$ cat config.mk
export PLATFORM = sky130hd
export DESIGN_NAME = fifo_queue_with_key_search
export DESIGN_NICKNAME = d
export VERILOG_FILES = /design/src/design/fqks_pkg.sv /design/src/design/fifo_queue_with_key_search.sv
export SDC_FILE = /design/constraint.sdc
export NUM_CORES = 1
export LEC_CHECK = 0
export BUFFER_PORTS_ARGS = -buffer_cell sky130_fd_sc_hd__buf_2
export CAP_MARGIN = 20
export CORE_ASPECT_RATIO = 2
export CORE_MARGIN = 4
export CORE_UTILIZATION = 30
export CTS_CLUSTER_SIZE = 10
export DETAILED_ROUTE_END_ITERATION = 10
export SLEW_MARGIN = 15
export SYNTH_ARGS = -nofsm -noshare
export SYNTH_HDL_FRONTEND = slang
export SYNTH_SLANG_ARGS = --single-unit
$ cat constraint.sdc
create_clock -name clock -period 10.3 [get_ports clock]
set_clock_uncertainty 0.2 [all_clocks]
set_input_delay 0.515 -clock clock [delete_from_list [all_inputs] [get_ports clock]]
set_output_delay 0.515 -clock clock [all_outputs]
set_load 0.005 [all_outputs]
$ cat src/design/fqks_pkg.sv
// Shared types and codes for the keyed FIFO queue.
package fqks_pkg;

   typedef enum logic [1:0] {
      CMD_INSERT = 2'd0,
      CMD_REMOVE = 2'd1,
      CMD_PEEK   = 2'd2,
      CMD_SEARCH = 2'd3
   } cmd_type;

   typedef enum logic [1:0] {
      STAT_OK    = 2'd0,
      STAT_DUP   = 2'd1,
      STAT_EMPTY = 2'd2,
      STAT_FULL  = 2'd3
   } status_type;

   typedef enum logic [1:0] {
      ST_IDLE,
      ST_HEAD_RD,
      ST_HEAD_DONE,
      ST_SCAN
   } state_type;

   localparam int KEY_W = 32;
   localparam int HND_W = 32;

endpackage

$ cat src/design/fifo_queue_with_key_search.sv
// Keyed FIFO queue: circular buffer in key/handle memories with sequential key scan.
// Remove/peek read the head entry through the registered read port, then load the response
// register (when empty, the response is loaded directly); insert/search scan the stored keys
// from head to tail, one memory read per cycle, and end early when a key matches.
// Throughput: one item in work at a time; a new request is taken only after the response is loaded.
// Reset (synchronous, active high) empties the queue; memory contents are not cleared.
module fifo_queue_with_key_search
   import fqks_pkg::*;
#(
   parameter int QUEUE_DEPTH = 16,
   localparam int AW = (QUEUE_DEPTH > 1) ? $clog2(QUEUE_DEPTH) : 1,
   localparam int CW = $clog2(QUEUE_DEPTH + 1)
) (
   input  logic                    clock,
   input  logic                    reset,
   input  logic                    req_valid,
   output logic                    req_ready,
   input  logic [1:0]              req_command,
   input  logic signed [KEY_W-1:0] req_key,
   input  logic [HND_W-1:0]        req_record_handle,
   output logic                    rsp_valid,
   input  logic                    rsp_ready,
   output logic [1:0]              rsp_status,
   output logic signed [KEY_W-1:0] rsp_out_key,
   output logic [HND_W-1:0]        rsp_out_handle,
   output logic [CW-1:0]           rsp_entry_count,
   output logic                    rsp_is_empty
);

   localparam logic [AW-1:0] LAST_IDX = AW'(QUEUE_DEPTH - 1);
   localparam logic [CW-1:0] FULL_CNT = CW'(QUEUE_DEPTH);

   logic [KEY_W-1:0] key_mem [QUEUE_DEPTH];
   logic [HND_W-1:0] hnd_mem [QUEUE_DEPTH];

   state_type state_ff, state_in;
   cmd_type   cmd_ff, cmd_in;
   logic [KEY_W-1:0] key_ff, key_in;
   logic [HND_W-1:0] hnd_ff, hnd_in;
   logic [AW-1:0] head_ff, head_in, tail_ff, tail_in, scan_ptr_ff, scan_ptr_in;
   logic [CW-1:0] occ_ff, occ_in, issue_cnt_ff, issue_cnt_in;
   logic cmp_vld_ff, cmp_vld_in;

   logic             rd_en, wr_en;
   logic [AW-1:0]    rd_addr;
   logic [KEY_W-1:0] key_rd_ff;
   logic [HND_W-1:0] hnd_rd_ff;

   logic             rsp_valid_ff, rsp_valid_in;
   status_type       rsp_status_ff, rsp_status_in;
   logic [KEY_W-1:0] rsp_key_ff, rsp_key_in;
   logic [HND_W-1:0] rsp_hnd_ff, rsp_hnd_in;
   logic [CW-1:0]    rsp_cnt_ff, rsp_cnt_in;

   logic out_free, load, hit, miss;

   function automatic logic [AW-1:0] next_idx(input logic [AW-1:0] p);
      return (p == LAST_IDX) ? '0 : p + AW'(1);
   endfunction

   assign out_free = !rsp_valid_ff || rsp_ready;
   assign hit      = cmp_vld_ff && (key_rd_ff == key_ff);
   assign miss     = !hit && (issue_cnt_ff == occ_ff);

   always_comb begin
      state_in     = state_ff;
      cmd_in       = cmd_ff;
      key_in       = key_ff;
      hnd_in       = hnd_ff;
      head_in      = head_ff;
      tail_in      = tail_ff;
      occ_in       = occ_ff;
      scan_ptr_in  = scan_ptr_ff;
      issue_cnt_in = issue_cnt_ff;
      cmp_vld_in   = cmp_vld_ff;
      rd_en        = 1'b0;
      rd_addr      = scan_ptr_ff;
      wr_en        = 1'b0;
      load         = 1'b0;
      rsp_status_in = rsp_status_ff;
      rsp_key_in    = rsp_key_ff;
      rsp_hnd_in    = rsp_hnd_ff;
      req_ready     = 1'b0;

      unique case (state_ff)
         ST_IDLE: begin
            req_ready = 1'b1;
            if (req_valid) begin
               cmd_in = cmd_type'(req_command);
               key_in = req_key;
               hnd_in = req_record_handle;
               if (cmd_type'(req_command) == CMD_INSERT ||
                   cmd_type'(req_command) == CMD_SEARCH) begin
                  scan_ptr_in  = head_ff;
                  issue_cnt_in = '0;
                  cmp_vld_in   = 1'b0;
                  state_in     = ST_SCAN;
               end else begin
                  state_in = ST_HEAD_RD;
               end
            end
         end
         ST_HEAD_RD: begin
            if (occ_ff == '0) begin
               if (out_free) begin
                  load          = 1'b1;
                  rsp_status_in = STAT_EMPTY;
                  rsp_key_in    = '0;
                  rsp_hnd_in    = '0;
                  state_in      = ST_IDLE;
               end
            end else begin
               rd_en    = 1'b1;
               rd_addr  = head_ff;
               state_in = ST_HEAD_DONE;
            end
         end
         ST_HEAD_DONE: begin
            if (out_free) begin
               load          = 1'b1;
               rsp_status_in = STAT_OK;
               rsp_key_in    = key_rd_ff;
               rsp_hnd_in    = hnd_rd_ff;
               if (cmd_ff == CMD_REMOVE) begin
                  head_in = next_idx(head_ff);
                  occ_in  = occ_ff - CW'(1);
               end
               state_in = ST_IDLE;
            end
         end
         ST_SCAN: begin
            if (hit || miss) begin
               if (out_free) begin
                  load       = 1'b1;
                  rsp_key_in = '0;
                  rsp_hnd_in = '0;
                  state_in   = ST_IDLE;
                  if (cmd_ff == CMD_SEARCH) begin
                     if (hit) begin
                        rsp_status_in = STAT_OK;
                        rsp_key_in    = key_rd_ff;
                        rsp_hnd_in    = hnd_rd_ff;
                     end else begin
                        rsp_status_in = STAT_EMPTY;
                     end
                  end else if (hit) begin
                     rsp_status_in = STAT_DUP;
                  end else if (occ_ff == FULL_CNT) begin
                     rsp_status_in = STAT_FULL;
                  end else begin
                     rsp_status_in = STAT_OK;
                     wr_en         = 1'b1;
                     tail_in       = next_idx(tail_ff);
                     occ_in        = occ_ff + CW'(1);
                  end
               end
            end else begin
               rd_en        = 1'b1;
               rd_addr      = scan_ptr_ff;
               scan_ptr_in  = next_idx(scan_ptr_ff);
               issue_cnt_in = issue_cnt_ff + CW'(1);
               cmp_vld_in   = 1'b1;
            end
         end
         default: state_in = ST_IDLE;
      endcase

      rsp_cnt_in   = load ? occ_in : rsp_cnt_ff;
      rsp_valid_in = load || (rsp_valid_ff && !rsp_ready);
   end

   always_ff @(posedge clock) begin
      if (reset) begin
         state_ff <= ST_IDLE;
      end else begin
         state_ff <= state_in;
      end
   end

   always_ff @(posedge clock) begin
      if (reset) begin
         head_ff      <= '0;
         tail_ff      <= '0;
         occ_ff       <= '0;
         cmp_vld_ff   <= 1'b0;
         rsp_valid_ff <= 1'b0;
      end else begin
         head_ff      <= head_in;
         tail_ff      <= tail_in;
         occ_ff       <= occ_in;
         cmp_vld_ff   <= cmp_vld_in;
         rsp_valid_ff <= rsp_valid_in;
      end
   end

   always_ff @(posedge clock) begin
      cmd_ff        <= cmd_in;
      key_ff        <= key_in;
      hnd_ff        <= hnd_in;
      scan_ptr_ff   <= scan_ptr_in;
      issue_cnt_ff  <= issue_cnt_in;
      rsp_status_ff <= rsp_status_in;
      rsp_key_ff    <= rsp_key_in;
      rsp_hnd_ff    <= rsp_hnd_in;
      rsp_cnt_ff    <= rsp_cnt_in;
   end

   always_ff @(posedge clock) begin
      if (wr_en) begin
         key_mem[tail_ff] <= key_ff;
         hnd_mem[tail_ff] <= hnd_ff;
      end
      if (rd_en) begin
         key_rd_ff <= key_mem[rd_addr];
         hnd_rd_ff <= hnd_mem[rd_addr];
      end
   end

   assign rsp_valid       = rsp_valid_ff;
   assign rsp_status      = rsp_status_ff;
   assign rsp_out_key     = rsp_key_ff;
   assign rsp_out_handle  = rsp_hnd_ff;
   assign rsp_entry_count = rsp_cnt_ff;
   assign rsp_is_empty    = (rsp_cnt_ff == '0);

endmodule

==> summary.log, run 1 <==
[global_routing] aggregate global routing overflow 0
[synth] post-synthesis sequential element count 1251
[sta] count of final hold-check violations 0
[setup_path] type of the worst setup path reg -> reg
[setup_path] kind of launch point of the worst setup path flip-flop
[clock_network] clock root cell clkbuf_16
[sta] max-slew violation count 0
[routing] Routed Antenna Nets 0
[die] Die Area 0.166 mm2
[setup_path] kind of end point of the critical path flip-flop
[worst_hold_path] end of the worst hold path key_ff[26]
[global_routing] All-Layer GR Usage 0.149
[sta] actual transition at the worst max-transition pin 1150 ps
[global_routing] first-pass GRT wire length 178000 um
[setup_path] startpoint of the worst register-to-register path state_ff[1]
[synth] number of enable-type register cells in the synthesized netlist 1234
[clock_network] maximum count of clock buffers along a single path 3
[synth] Syn Std Cell Area 0.0476 mm2
[cells_and_area] Nets 2884
[global_routing] largest net degree at the start of global routing 137
[job] max-cap check violation count 0
[synth] post-synthesis cell type count 54
[pwr] Psw 2430 uW
[synth] async set-reset flop share out of synthesis 0
[global_routing] antenna violations before repair 9
[clock_network] post-CTS sizing 0
[clock_network] number of levels in the clock H-tree 4
[synth] leading register cell type out of synthesis edfxtp_1
[synth] number of warnings issued by yosys 0
[setup_path] critical path data required time 10550 ps
[die] effective utilization at floorplan 0.302
[routing] met3 wire length 6840 um
[placement] post-detail-place hpwl 63300 um
[worst_hold_path] count of cells along the worst hold path 2
[setup_path] Max Fanout on Critical Path 136
[sta] min setup slack post-route 4680 ps
[synth] Synthesized Nets 2620
[die] chip height 571 um
[pwr] combinational share of power 0.064
[setup_path] R2R Setup Slk 4680 ps
[clock_network] clock buffers created by TritonCTS 143
[worst_hold_path] startpoint of the most critical hold path req_key[26]
[global_routing] vias in the first global route 25400
[routing] total routed wire length on the met1 layer 51500 um
[sta] Slew headroom 0.232
[pwr] clock share of power 0.402
[routing] vias 24900
[worst_hold_path] worst min-delay path class in -> reg
[synth] gate count after technology mapping 2540
[placement] Post-Place Worst Slack 4790 ps
[sta] RSZ-0062 raised after global routing false
[routing] post-detailed-route via-to-cell ratio 5.07
[setup_path] length in cells of the worst reg-to-reg path 8
[clock_network] buffer count from post-CTS setup fixing 0
[sta] achievable frequency 178 MHz
[routing] 1st-pass router iterations 5
[placement] routability congestion estimate 0.767
[clock_network] clock tree from TritonCTS yes
[outcome] outcome finished clean
[setup_path] endpoint of the worst-slack reg-to-reg timing path hnd_rd_ff[30]
[die] number of placement rows 206
[routing] wire length on met2 62000 um
[pwr] Reg power frac 0.533
[pwr] Pint 8540 uW
[routing] total length of routed wires 126000 um
[pwr] Switching Fraction 0.222
[sta] Final Critical Period 5620 ps
[routing] remaining routing DRC violations 0
[sta] final setup violation count 0
[routing] number of DRC markers after the initial detailed-route iteration 1759
[routing] post-DR wirelength/cell 25.6 um
[cells_and_area] layout overhead on the synthesized area 16.0%
[pwr] static leakage 0.0194 uW
[cells_and_area] fraction of final layout cells sized beyond drive strength 1 0.134
[sta] final worst-path cycle share 0.545
[placement] PortBufs 143
[clock_network] Clock Sink Count 1251
[synth] fraction of the yosys area taken by sequential cells 0.786
[clock_network] clock transition at the register clock pins on the worst setup and hold paths after CTS 60 ps
[cells_and_area] leading cell types in the layout, fill and taps excluded edfxtp_1, mux2i_1, o22ai_1
[pwr] Peak VDD IR 0.165 mV
[routing] uppermost layer routed met4
[sta] Setup TNS 0 ps
[die] number of placed I/O pins 144
[setup_path] crit path DAT 5870 ps
[cells_and_area] commonest non-fill, non-tap cell in the layout edfxtp_1
[synth] Mapped Avg Cell Area 18.7 um2
[die] Die Width 290 um
[die] placeable core region 0.158 mm2
[pwr] P per Cell Area 199 mW/mm2
[clock_network] Skew-Pair Late Insertion Delay 730 ps
-- worst max path at each step --
stage,startpoint,endpoint,slack (ps),cells past startpoint
floorplan,state_ff[0],hnd_mem[11][0],6220,8
global placement,state_ff[1],hnd_rd_ff[0],4870,8
detailed placement,state_ff[1],key_rd_ff[1],4790,8
CTS,state_ff[1],key_rd_ff[1],4770,8
global route,state_ff[1],hnd_rd_ff[31],4540,8
finish,state_ff[1],hnd_rd_ff[30],4680,8
-- synthesized netlist by cell type, types with 2 or more instances --
cell type / number / area (um2)
o2111ai_1: 2 / 17.5
nor2b_1: 7 / 43.8
a21oi_1: 11 / 55.1
a22oi_1: 2 / 15.0
buf_6: 28 / 315
o21ai_0: 12 / 60.1
or3_1: 4 / 25.0
nand2b_1: 2 / 12.5
edfxtp_1: 1234 / 37100
a31oi_1: 2 / 12.5
or4_1: 68 / 510
dfxtp_1: 17 / 340
nor3b_1: 2 / 15.0
and4b_1: 2 / 20.0
and3_1: 83 / 519
nor4b_1: 3 / 26.3
clkbuf_1: 40 / 150
a311oi_1: 2 / 17.5
o211ai_1: 2 / 15.0
mux2i_1: 513 / 5130
buf_4: 11 / 82.6
and4_1: 2 / 17.5
nand3_1: 8 / 40.0
inv_1: 10 / 37.5
o31ai_1: 2 / 15.0
buf_2: 56 / 280
o22ai_1: 256 / 1600
mux2_2: 3 / 33.8
ha_1: 10 / 125
a21o_1: 2 / 15.0
nand4_1: 4 / 25.0
a31oi_2: 4 / 50.1
and2_1: 5 / 31.3
o311a_1: 2 / 20.0
nor2_1: 21 / 78.8
xnor2_1: 11 / 96.3
nand2_1: 23 / 86.3
nor3_1: 10 / 50.1
nor4_1: 14 / 87.6
a41oi_1: 2 / 17.5
o31a_1: 2 / 17.5
xor2_1: 34 / 298
-- power groups by stage --
stage          clock [uW]  sequential, uW  combinational [uW]
2_1_floorplan           0            5910                 452
3_3_place_gp            0            5950                 685
3_5_place_dp            0            5960                 692
4_1_cts              4510            5860                 716
5_1_grt              4710            5870                 756
6_report             4410            5860                 708
-- state kept, by name (all words and copies together), names as in the netlist, 32 cells and up --
signal          flops
key_ff             32
rsp_out_key        32
key_rd_ff          32
hnd_mem           512
key_mem           512
hnd_ff             32
hnd_rd_ff          32
rsp_out_handle     32
-- final cells by class --
class / count / area [um2]
Clock buffer: 153 / 3700
Multi-Input combinational cell: 1143 / 9520
Tap cell: 2080 / 2600
Clock inverter: 14 / 158
Timing Repair Buffer: 255 / 1780
Sequential cell: 1251 / 37400
Inverter: 10 / 40.0
Fill cell: 14700 / 103000
Antenna cell: 4 / 10.0
-- per-stage QoR --
stage	area [um2]	cells	util	total power [uW]	hold WS (ps)
after global placement	50600	4668	0.321	6640	300
after detailed placement	50600	4668	0.321	6650	293
after floorplan	47600	2540	-	6360	245
final	55200	4910	0.350	11000	316
after global routing	55200	4908	0.350	11300	282
after CTS	55200	4905	0.350	11100	268
-- worst max-delay path: stages, from the launching register on --
cell and delay (ps):
dfxtp_4 340, buf_4 830, or3_1 870, mux2i_4 350, buf_4 690, buf_12 670, mux2i_1 270, o22ai_1 140
or4_1 560
-- kinds of logic (layout without fill, tap and decap cells) --
| group | count (synthesis) | after routing | share of synthesized area |
|---|---|---|---|
| flops | 1251 | 1251 | 0.786 |
| mux | 516 | 516 | 0.109 |
| compound gates | 310 | 310 | 0.0422 |
| simple gates | 262 | 262 | 0.0345 |
| buf+inv | 146 | 432 | 0.0183 |
| xor+xnor | 45 | 45 | 0.00828 |
| fa+ha+maj | 10 | 10 | 0.00263 |
| other cells | 0 | 4 | 0 |
-- layer usage --
layer / global-route usage / vias up
li1: - / 10800
met1: 0.190 / 13000
met2: 0.252 / 885
met3: 0.0222 / 272
met4: 0.0626 / 0
met5: 0 / -
-- what timing repair did --
item,4_1_cts,5_1_grt
endpoints found under the setup margin,0,0
hold endpoints to repair,75,0
hold buffers,70,0
(Power assumes the default switching activity.)
==> run 2: changes to the inputs <==
--- a/config.mk
+++ b/config.mk
@@ -5,6 +5,7 @@
 export SDC_FILE = /design/constraint.sdc
 export NUM_CORES = 1
 export LEC_CHECK = 0
+export ABC_AREA = 1
 export BUFFER_PORTS_ARGS = -buffer_cell sky130_fd_sc_hd__buf_2
 export CAP_MARGIN = 20
 export CORE_ASPECT_RATIO = 2
==> constraint.sdc (replaced) <==
create_clock -name clock -period 5.3 [get_ports clock]
set_clock_uncertainty 0.2 [all_clocks]
set_input_delay 0.265 -clock clock [delete_from_list [all_inputs] [get_ports clock]]
set_output_delay 0.265 -clock clock [all_outputs]
set_load 0.005 [all_outputs]
==> run 2 against run 1 <==
  * Sequential power rose by 95%
  * Synthesized cell count grew 38%
  * Sequential cell count did not move
  * Clock power is 100% higher
  * Non-clock buffer count up 43
  * Die area increased by 2.3%
  * Total power grew 110%
  * Critical path depth grew 6
  * Final cell count is 19% higher
  * Via count rose by 21%
  * Routed wire length grew 9.2%
==> summary.log, run 2 <==
[synth] Area contributors post-synth edfxtp_1, o21ai_0, nor2_1 [was edfxtp_1, mux2i_1, o22ai_1]
[placement] post-detail-place hpwl 74100 um [was 63300 um]
[synth] fraction of post-synthesis cell area in the top cell type by area 0.761 [was 0.778]
[setup_path] kind of launch point of the worst setup path flip-flop [unchanged]
[setup_path] type of the worst setup path reg -> reg [unchanged]
[synth] number of enable-type register cells in the synthesized netlist 1234 [unchanged]
[cells_and_area] Finished Layout Cells 5861 [was 4910]
[placement] PortBufs 143 [unchanged]
[sta] actual transition at the worst max-transition pin 1150 ps [about the same]
[global_routing] All-Layer GR Usage 0.157 [was 0.149]
[sta] achievable frequency 223 MHz [was 178 MHz]
[synth] commonest cells in the synthesized netlist edfxtp_1, nor2_1, o21ai_0, nand2_1, o211ai_1 [was edfxtp_1, mux2i_1, o22ai_1, and3_1, or4_1]
[clock_network] number of levels in the clock H-tree 4 [unchanged]
[clock_network] Clock Sink Count 1251 [unchanged]
[pwr] Psw 5480 uW [was 2430 uW]
[sta] worst hold margin 34.1 ps [was 316 ps]
[job] max-cap check violation count 0 [unchanged]
[cells_and_area] leading cell types in the layout, fill and taps excluded edfxtp_1, nor2_1, o21ai_0 [was edfxtp_1, mux2i_1, o22ai_1]
[sta] max-slew violation count 0 [unchanged]
[sta] RSZ-0062 raised after global routing false [unchanged]
[sta] Final Critical Period 4480 ps [was 5620 ps]
[global_routing] antenna violations before repair 6 [was 9]
[synth] Mapped Avg Cell Area 13.9 um2 [was 18.7 um2]
[synth] Syn Std Cell Area 0.0487 mm2 [was 0.0476 mm2]
[synth] number of warnings issued by yosys 0 [unchanged]
[synth] leading register cell type out of synthesis edfxtp_1 [unchanged]
[sta] Setup TNS 0 ps [unchanged]
[setup_path] kind of end point of the critical path flip-flop [unchanged]
[die] Die Area 0.169 mm2 [was 0.166 mm2]
[pwr] Switching Fraction 0.242 [was 0.222]
[clock_network] buffer count from post-CTS setup fixing 0 [unchanged]
[synth] gate count after technology mapping 3498 [was 2540]
[die] Die Width 293 um [was 290 um]
[cells_and_area] fraction of final layout cells sized beyond drive strength 1 0.109 [was 0.134]
[clock_network] clock root cell clkbuf_16 [unchanged]
[routing] post-detailed-route via-to-cell ratio 5.13 [was 5.07]
[cells_and_area] layout overhead on the synthesized area 17.1% [was 16.0%]
[die] chip height 578 um [was 571 um]
[synth] post-synthesis sequential element count 1251 [unchanged]
[cells_and_area] biggest regs hnd_mem x512, key_mem x512 [unchanged]
[synth] Post-Synth Simple-Gate Area 0.0707 [was 0.0345]
[synth] dominant combinational cell family by area after synthesis compound AO/OA/AOI/OAI gates [was multiplexers]
[routing] number of DRC markers after the initial detailed-route iteration 2286 [was 1759]
[routing] 1st-pass router iterations 7 [was 5]
[pwr] Pint 17100 uW [was 8540 uW]
[die] number of placement rows 208 [was 206]
[pwr] P per Cell Area 396 mW/mm2 [was 199 mW/mm2]
[pwr] Reg power frac 0.506 [was 0.533]
[sta] final worst-path cycle share 0.846 [was 0.545]
[sta] count of final hold-check violations 0 [unchanged]
[die] number of placed I/O pins 144 [unchanged]
[die] placeable core region 0.161 mm2 [was 0.158 mm2]
[sta] final setup violation count 0 [unchanged]
[setup_path] Max Fanout on Critical Path 26 [was 136]
[cells_and_area] Nets 3810 [was 2884]
[routing] post-DR wirelength/cell 23.4 um [was 25.6 um]
[routing] remaining routing DRC violations 0 [unchanged]
[synth] fraction of the yosys area taken by sequential cells 0.768 [was 0.786]
[placement] placed insts 5593 [was 4668]
[clock_network] maximum count of clock buffers along a single path 4 [was 3]
[pwr] clock share of power 0.397 [was 0.402]
[worst_hold_path] worst min-delay path class in -> reg [unchanged]
[placement] routability congestion estimate 0.846 [was 0.767]
[synth] fraction of the mapped netlist area in compound gates 0.123 [was 0.0422]
[setup_path] critical path data required time 5460 ps [was 10550 ps]
[synth] async set-reset flop share out of synthesis 0 [unchanged]
[global_routing] largest net degree at the start of global routing 205 [was 137]
[pwr] combinational share of power 0.097 [was 0.064]
[synth] mux contribution to synthesized area 0 [was 0.109]
[global_routing] vias in the first global route 30700 [was 25400]
[synth] fraction of the mapped netlist area in adder cells 0.00257 [was 0.00263]
[synth] fraction of synthesized cell area in xor and xnor cells 0.00360 [was 0.00828]
[clock_network] post-CTS sizing 0 [unchanged]
[die] effective utilization at floorplan 0.302 [about the same]
[sta] Slew headroom 0.236 [was 0.232]
[synth] post-synthesis cell type count 37 [was 54]
[clock_network] clock buffers created by TritonCTS 152 [was 143]
[outcome] outcome finished clean [unchanged]
[global_routing] aggregate global routing overflow 0 [unchanged]
[pwr] static leakage 0.0187 uW [was 0.0194 uW]
[clock_network] clock transition at the register clock pins on the worst setup and hold paths after CTS 60 ps [about the same]
[setup_path] crit path DAT 4640 ps [was 5870 ps]
[global_routing] first-pass GRT wire length 201000 um [was 178000 um]
[cells_and_area] commonest non-fill, non-tap cell in the layout edfxtp_1 [unchanged]
[clock_network] Skew-Pair Late Insertion Delay 780 ps [was 730 ps]
[routing] Routed Antenna Nets 0 [unchanged]
[pwr] Peak VDD IR 0.225 mV [was 0.165 mV]
[synth] library cell with the largest summed area after synthesis edfxtp_1 [unchanged]
[synth] cell with the most instances after synthesis edfxtp_1 [unchanged]
[clock_network] clock tree from TritonCTS yes [unchanged]
[routing] total length of routed wires 137000 um [was 126000 um]
[routing] vias 30000 [was 24900]
[synth] Synthesized Nets 3578 [was 2620]
==> run 2: kinds of logic after synthesis <==
logic type               after synthesis
adder cells (fa/ha/maj)               10
flip-flops                          1251
AO/OA/AOI/OAI                        980
AND/OR/NAND/NOR                      878
buffers and inverters                359
XOR/XNOR                              20
==> run 2: power groups by stage <==
stage / registers, uW / logic [uW] / clock network (uW)
floorplan: 11600 / 1330 / 0
global placement: 11600 / 2120 / 0
detailed placement: 11600 / 2150 / 0
CTS: 11400 / 2210 / 9180
global route: 11500 / 2410 / 9530
finish: 11400 / 2180 / 8980
==> run 2: worst paths after layout <==
check / start / endpoint / slack [ps] / cells past startpoint
max: key_ff[31] / key_mem[8][24] / 820 / 14
min: req_record_handle[31] / hnd_ff[31] / 30 / 2
min reg2reg: hnd_rd_ff[1] / rsp_out_handle[1] / 320 / 2
max reg2reg: key_ff[31] / key_mem[8][24] / 820 / 14
==> run 2: critical path: stages (launching register included) <==
cell and delay [ps]:
edfxtp_1 600, a21boi_0 460, nand2_1 120, nor2_1 110, nand2_1 60, nor2_1 320
nand3_1 340, nand2_1 200, nand2_1 90, inv_1 90, nand2_1 190, inv_1 230
nand2_1 270, nor2_4 200, buf_4 520
==> run 2: layout make-up <==
cell class,count,area (um2)
repair buffers,298,2500
well taps,2100,2630
flip-flops and latches,1251,37400
diodes,3,7.51
inverters,139,541
fillers,15200,104000
multi-input cells,1888,9920
clock buffers,176,3940
clock inverters,6,103
==> run 2: timing repair <==
item | CTS | global route
hold buffers | 83 | 0
setup endpoints to repair | 0 | 0
endpoints found under the hold margin | 87 | 0
==> run 2: routing by layer <==
| layer | GRT usage | vias to the layer above | routed length, um |
|---|---|---|---|
| met4 | 0.0843 | 6 | 7620 |
| li1 | - | 13400 | - |
| met1 | 0.183 | 15200 | 52000 |
| met5 | 0 | - | 39 |
| met2 | 0.281 | 1053 | 70500 |
| met3 | 0.0198 | 346 | 7190 |
==> run 2: per-stage QoR <==
step	utilization	total power, uW	setup slack, ps	cell area, um2
after floorplan	-	12900	123	48700
after global placement	0.324	13800	776	52200
after detailed placement	0.324	13800	964	52200
after CTS	0.354	22800	922	57000
after global routing	0.354	23400	679	57000
final	0.354	22600	818	57000
